[src/hw/rtl/rcpr_pkg.sv]
`default_nettype none
package rcpr_pkg;

  // fixed field widths
  localparam int PIX_W      = 8;
  localparam int IDX_W      = 12;
  localparam int CFG_W      = 13;
  localparam int CFG_ADDR_W = 2;
  localparam int MODE_W     = 2;
  localparam int Q_W        = 8;
  localparam int DIV_IDX_W  = 3;

  // first (most significant) quotient bit resolved by the divider
  localparam logic [DIV_IDX_W-1:0] DIV_LAST = DIV_IDX_W'(Q_W - 1);

  // saturation ceiling of a reduced value
  localparam logic [PIX_W-1:0] PIX_MAX = 8'd255;

  // reduction modes, any other code means truncated mean
  localparam logic [MODE_W-1:0] MODE_MIN  = 2'd0;
  localparam logic [MODE_W-1:0] MODE_MAX  = 2'd1;
  localparam logic [MODE_W-1:0] MODE_MEAN = 2'd2;

  // configuration register indexes
  typedef enum logic [CFG_ADDR_W-1:0] {
    CFG_REDUCE_MODE   = 2'd0,
    CFG_LAYOUT_COLUMN = 2'd1,
    CFG_FRAME_WIDTH   = 2'd2,
    CFG_FRAME_HEIGHT  = 2'd3
  } cfg_reg_t;

  typedef struct packed {
    logic [MODE_W-1:0] reduce_mode;
    logic              layout_column;
    logic [CFG_W-1:0]  frame_width;
    logic [CFG_W-1:0]  frame_height;
  } cfg_t;

  // controller to datapath
  typedef struct packed {
    logic                 accept;
    logic                 comb;
    logic                 div_chk;
    logic                 div_step;
    logic [DIV_IDX_W-1:0] div_idx;
    logic                 out_load;
  } ctrl_cmd_t;

  // datapath to controller
  typedef struct packed {
    logic emit;
    logic mean;
  } dp_sts_t;

endpackage
`default_nettype wire

[src/hw/rtl/rcpr_ctrl.sv]
`default_nettype none
module rcpr_ctrl (
  input  wire logic               clk,
  input  wire logic               rst_n,
  input  wire logic               in_valid,
  output      logic               in_stall,
  output      logic               out_valid,
  input  wire logic               out_stall,
  input  wire rcpr_pkg::dp_sts_t  sts,
  output      rcpr_pkg::ctrl_cmd_t cmd
);

  typedef enum logic [2:0] {
    S_IDLE,
    S_COMB,
    S_DIV_CHK,
    S_DIV,
    S_FIN
  } state_t;

  state_t                             state_r, state_nxt;
  logic [rcpr_pkg::DIV_IDX_W-1:0]     idx_r, idx_nxt;
  logic                               out_valid_r, out_valid_nxt;
  logic                               out_free;

  assign out_free  = !out_valid_r || !out_stall;
  assign in_stall  = (state_r != S_IDLE);
  assign out_valid = out_valid_r;

  // pixel sequence: accept, combine; for a result, optional divide, result
  always_comb begin
    cmd       = '0;
    state_nxt = state_r;
    idx_nxt   = idx_r;
    case (state_r)
      S_IDLE: begin
        cmd.accept = in_valid;
        if (in_valid) begin
          state_nxt = S_COMB;
        end
      end
      S_COMB: begin
        cmd.comb = 1'b1;
        if (sts.emit) begin
          state_nxt = sts.mean ? S_DIV_CHK : S_FIN;
        end else begin
          state_nxt = S_IDLE;
        end
      end
      S_DIV_CHK: begin
        cmd.div_chk = 1'b1;
        idx_nxt     = rcpr_pkg::DIV_LAST;
        state_nxt   = S_DIV;
      end
      S_DIV: begin
        cmd.div_step = 1'b1;
        cmd.div_idx  = idx_r;
        if (idx_r == '0) begin
          state_nxt = S_FIN;
        end else begin
          idx_nxt = idx_r - 1'b1;
        end
      end
      S_FIN: begin
        if (out_free) begin
          cmd.out_load = 1'b1;
          state_nxt    = S_IDLE;
        end
      end
      default: begin
        state_nxt = S_IDLE;
      end
    endcase
  end

  // output register valid: set on load, cleared when the transaction is taken
  always_comb begin
    if (cmd.out_load) begin
      out_valid_nxt = 1'b1;
    end else if (out_stall) begin
      out_valid_nxt = out_valid_r;
    end else begin
      out_valid_nxt = 1'b0;
    end
  end

  always_ff @(posedge clk) begin
    if (!rst_n) begin
      state_r     <= S_IDLE;
      idx_r       <= '0;
      out_valid_r <= 1'b0;
    end else begin
      state_r     <= state_nxt;
      idx_r       <= idx_nxt;
      out_valid_r <= out_valid_nxt;
    end
  end

  // a result never overwrites one that is still waiting
  a_no_overwrite: assert property (@(posedge clk) disable iff (!rst_n)
    cmd.out_load |-> (!out_valid_r || !out_stall))
    else $error("result loaded over a pending transaction");

  // an accepted pixel is combined in the following cycle
  a_accept_then_comb: assert property (@(posedge clk) disable iff (!rst_n)
    cmd.accept |=> (state_r == S_COMB))
    else $error("accepted pixel not combined next cycle");

  // the divider finishes all quotient bits before the result stage
  a_div_complete: assert property (@(posedge clk) disable iff (!rst_n)
    (cmd.div_step && idx_r != '0) |=> (state_r == S_DIV))
    else $error("divider left before its last step");

endmodule
`default_nettype wire

[config.mk]
export PLATFORM = sky130hd
export DESIGN_NAME = rcpr_ctrl
export DESIGN_NICKNAME = d
export VERILOG_FILES = /design/src/hw/rtl/rcpr_pkg.sv /design/src/hw/rtl/rcpr_ctrl.sv
export SDC_FILE = /design/constraint.sdc
export NUM_CORES = 1
export LEC_CHECK = 0
export BUFFER_PORTS_ARGS = -buffer_cell sky130_fd_sc_hd__buf_4
export CELL_PAD_IN_SITES_DETAIL_PLACEMENT = 0
export CELL_PAD_IN_SITES_GLOBAL_PLACEMENT = 2
export CORE_UTILIZATION = 28
export CTS_BUF_LIST = sky130_fd_sc_hd__clkbuf_4
export DETAILED_ROUTE_END_ITERATION = 7
export PLACE_DENSITY_LB_ADDON = 0.1
export SLEW_MARGIN = 30
export SYNTH_ARGS = -nofsm -noshare
export SYNTH_HDL_FRONTEND = slang
export SYNTH_SLANG_ARGS = --single-unit
[constraint.sdc]
create_clock -name clk -period 1.5 [get_ports clk]
set_input_delay 0.3 -clock clk [delete_from_list [all_inputs] [get_ports clk]]
set_output_delay 0.3 -clock clk [all_outputs]
set_load 0.01 [all_outputs]
==> results.txt <==
The run finished with clean final reports. The power per cell area is 743 nW/um^2. The required arrival time at the worst endpoint came out at 1200 ps.

The tree is rooted in a clkbuf_4. The cell type with the largest total area after synthesis is dfxtp_1. The worst setup path is of the flip-flop to output pin kind. The worst hold slack after final layout is roughly 330 ps. The setup total negative slack is 0 ps. After layout, the minimum clock period comes to between 1000 and 1500 ps. CTS built an H-tree with a depth of 1. The critical path launch point is state_r[1]. The y dimension of the die is about 43 um.

The worst setup path is captured at an output pin. The period utilization came out at 93.7%. The delay contributed by the slowest stage of the critical path is roughly 380 ps. The worst relative slew slack came out at a little over 80%. The number of buffers and inverters on the critical path came out at 1. Counting flops and latches in the post-synthesis netlist gives 7. The register area share after synthesis is 30.2%.

The maximum count of clock buffers along a single path came out at 2. The clock slew at the register clock pins of the worst setup and hold paths came out at 50 ps. In this run the worst path has a maximum fanout of 6. The data arrival at the endpoint of the critical path is 1110 ps. The diode insertion count for antenna repair is 0. Each instance of the synthesized netlist takes up on average 8.76 um^2. Once the floorplan was initialized, standard cells occupied between 30 and 40% of the core.

The slew of the pin with the lowest slew margin is 272 ps. The final net count came out at slightly above 80. Cells with a size suffix above 1 make up 47.9% of the layout. The type of origin of the critical path is a flip-flop. The clock network latency to the later pin of the worst-skew pair is 240 ps.

The number of hold violations in the final report is 0. The largest net degree at the start of global routing came out at 10. The global-route wire length before repair came out at 1530 um.

The congestion estimate from routability-driven global placement came to 0.684. Setup repair after global routing left no endpoint under its margin. The reg2reg setup slack is 210 ps.

By area the synthesized netlist is led by dfxtp_1 (30%), ha_1 (5.4%), nor3_1 (5.4%). The critical path goes through or3_4 > buf_6. The total of max-cap violations is 0. The fraction of synthesis flops using an asynchronous set or reset pin came out at 0%.

The maximum clock frequency is 0.711 GHz. The first-iteration detailed-routing DRC count came out at 2. The leakage power summed over all cells came out at ~0.28 nW. The most common cell in the synthesized netlist is dfxtp_1. In the final layout, flip-flops and latches occupy 148 um^2. The number of setup violations in the final report came out at 0. The via count of the first global-routing pass was 365. For this design, the slowest cell found on the critical path is or3_4. The setup skew after layout is 1.86 ps.

The hold buffer count at CTS is 0. The number of design rule violations left after detail routing came out at 0. During synthesis, Yosys emitted a total of 0 warnings.

The number of antenna violations at the first check in global routing was 0. For this run, the leading register cell type out of synthesis is dfxtp_1. For this block, the routed nets add up to 968 um of wire.

The count of unique library cells instantiated by Yosys is 28. The number of placed instances, taps included, is 83. The die area came out at approximately 1800 um^2.

The count of clock tree sinks came out at 7. The number of nets with antenna violations after detailed routing came out at 0. The total overflow reported by the global router came out at 0. The number of iterations in the first detailed-routing pass is 3. After the flow finishes, the layout carries non-filler instances totaling 89. The utilization of the core after routing came out at 42.4%. The synthesized netlist occupies a cell area of 464 um^2. The die outline width came out at 42.7 um.

The final number of max-transition violations came to 0. The HPWL after detailed placement is 729 um. In the synthesized netlist, the cells that appear most often are dfxtp_1 (7), nor3_1 (5), inv_1 (4). The worst vdd rail ir drop is 320 uV. The region available for standard cell placement spans approximately 1500 um^2.

The multi-input combinational cells in the finished layout cover a total of 279 um^2. During placement, the flow inserted port buffers numbering 15. The power consumption is 480 uW.

The startpoint identified for the worst register-to-register timing path is idx_r[0]. The tightest min-delay check is of the primary input to flip-flop type. The area fraction of the dominant cell type after synthesis is 30.2%. TritonCTS built the clock tree. The detail-routed net length per standard cell came out at 10.9 um. The startpoint of the tightest hold check path is in_valid. The I/O pin count came out at 16. In this run, synthesis inferred 0 flip-flops with an integrated enable. The final route contains 445 vias.

The filler cells instantiated in the layout total 155. The number of nets handed over by synthesis was 61. The area overhead of the layout relative to synthesis came out at 39.1%.

The category of cells accounting for the largest share of critical-path delay is simple AND/OR/NAND/NOR gates. The overall routing resource usage is 11.3%. The clock buffer count from CTS is 3. The row count is 14. The count of mapped cells out of synthesis is 53. After detailed routing, the number of vias per cell comes to 5.00.
==> cells in the final DEF, fill, tap and decap left out <==
cell,Yosys,layout
clkbuf_4,0,4
nor3b_1,1,1
nand3_1,2,2
nor3_2,1,1
a21boi_0,1,1
dfxtp_4,0,2
o21ai_1,1,1
a21oi_1,3,3
nand2_1,2,2
dfxtp_1,7,5
o22ai_1,1,1
nor3_1,5,5
nand2b_1,3,3
inv_2,0,1
buf_6,1,1
ha_1,2,2
nor2b_4,1,1
o21a_1,2,2
a21boi_1,1,1
o221ai_2,1,1
buf_4,3,19
a41oi_2,1,1
o21ai_0,1,1
inv_1,4,3
and3_2,3,3
and4_1,1,1
a2bb2oi_1,1,1
nand4_1,1,1
nor2_1,1,1
or3_4,0,1
nand3b_1,1,1
==> worst paths after layout <==
path | cells past startpoint | endpoint
worst min register to register | 2 | out_valid
worst max register to register | 5 | idx_r[0]
worst max-delay path | 2 | in_stall
worst min-delay path | 3 | state_r[0]
==> worst min-delay path, stage by stage <==
cell     delay (ps)
buf_4            70
nand2_1          60
a21oi_1         100
==> cells by family (layout without fill, tap and decap cells) <==
kind of cell / after synthesis / after routing / share of synthesized area [%]
compound gates: 13 / 13 / 21.8
buf+inv: 8 / 28 / 10.5
fa+ha+maj: 2 / 2 / 5.39
simple gates: 23 / 23 / 32.1
flops: 7 / 7 / 30.2
==> repair_timing <==
| action | CTS | global route |
|---|---|---|
| gates resized for setup | 6 | 1 |
| setup buffers | 2 | 0 |
| endpoints found under the setup margin | 5 | 2 |
==> layer usage <==
layer | vias to the layer above | global-route usage [%] | share of wire, %
li1 | 231 | - | -
met5 | - | 0 | 0
met3 | 2 | 2.55 | 6.2
met4 | 0 | 5.63 | 0.41
met2 | 12 | 18.5 | 47
met1 | 200 | 13.8 | 46
==> area by class of cell <==
cell class	instances	share of cell area, %
flip-flops and latches	7	22.9
multi-input cells	38	43.2
well taps	16	3.10
inverters	4	2.33
repair buffers	20	23.8
clock buffers	4	4.65
==> flip-flops by register name (all words and copies together) (netlist names) <==
name       flops
state_r        3
idx_r          3
out_valid      1
==> power breakdown <==
part / switching [mW] / leakage [nW] / internal [mW]
clock: 0.0667 / 0.0184 / 0.119
combinational: 0.0470 / 0.205 / 0.0498
sequential: 0.00663 / 0.0584 / 0.190
total: 0.120 / 0.281 / 0.360
==> per-stage QoR <==
stage | setup WS, ps | area (um^2)
finish | 93.9 | 646
global route | 28.1 | 646
CTS | 24.5 | 646
detailed placement | 173 | 586
global placement | 175 | 586
floorplan | 274 | 464
Power figures use the tool's default switching activity.
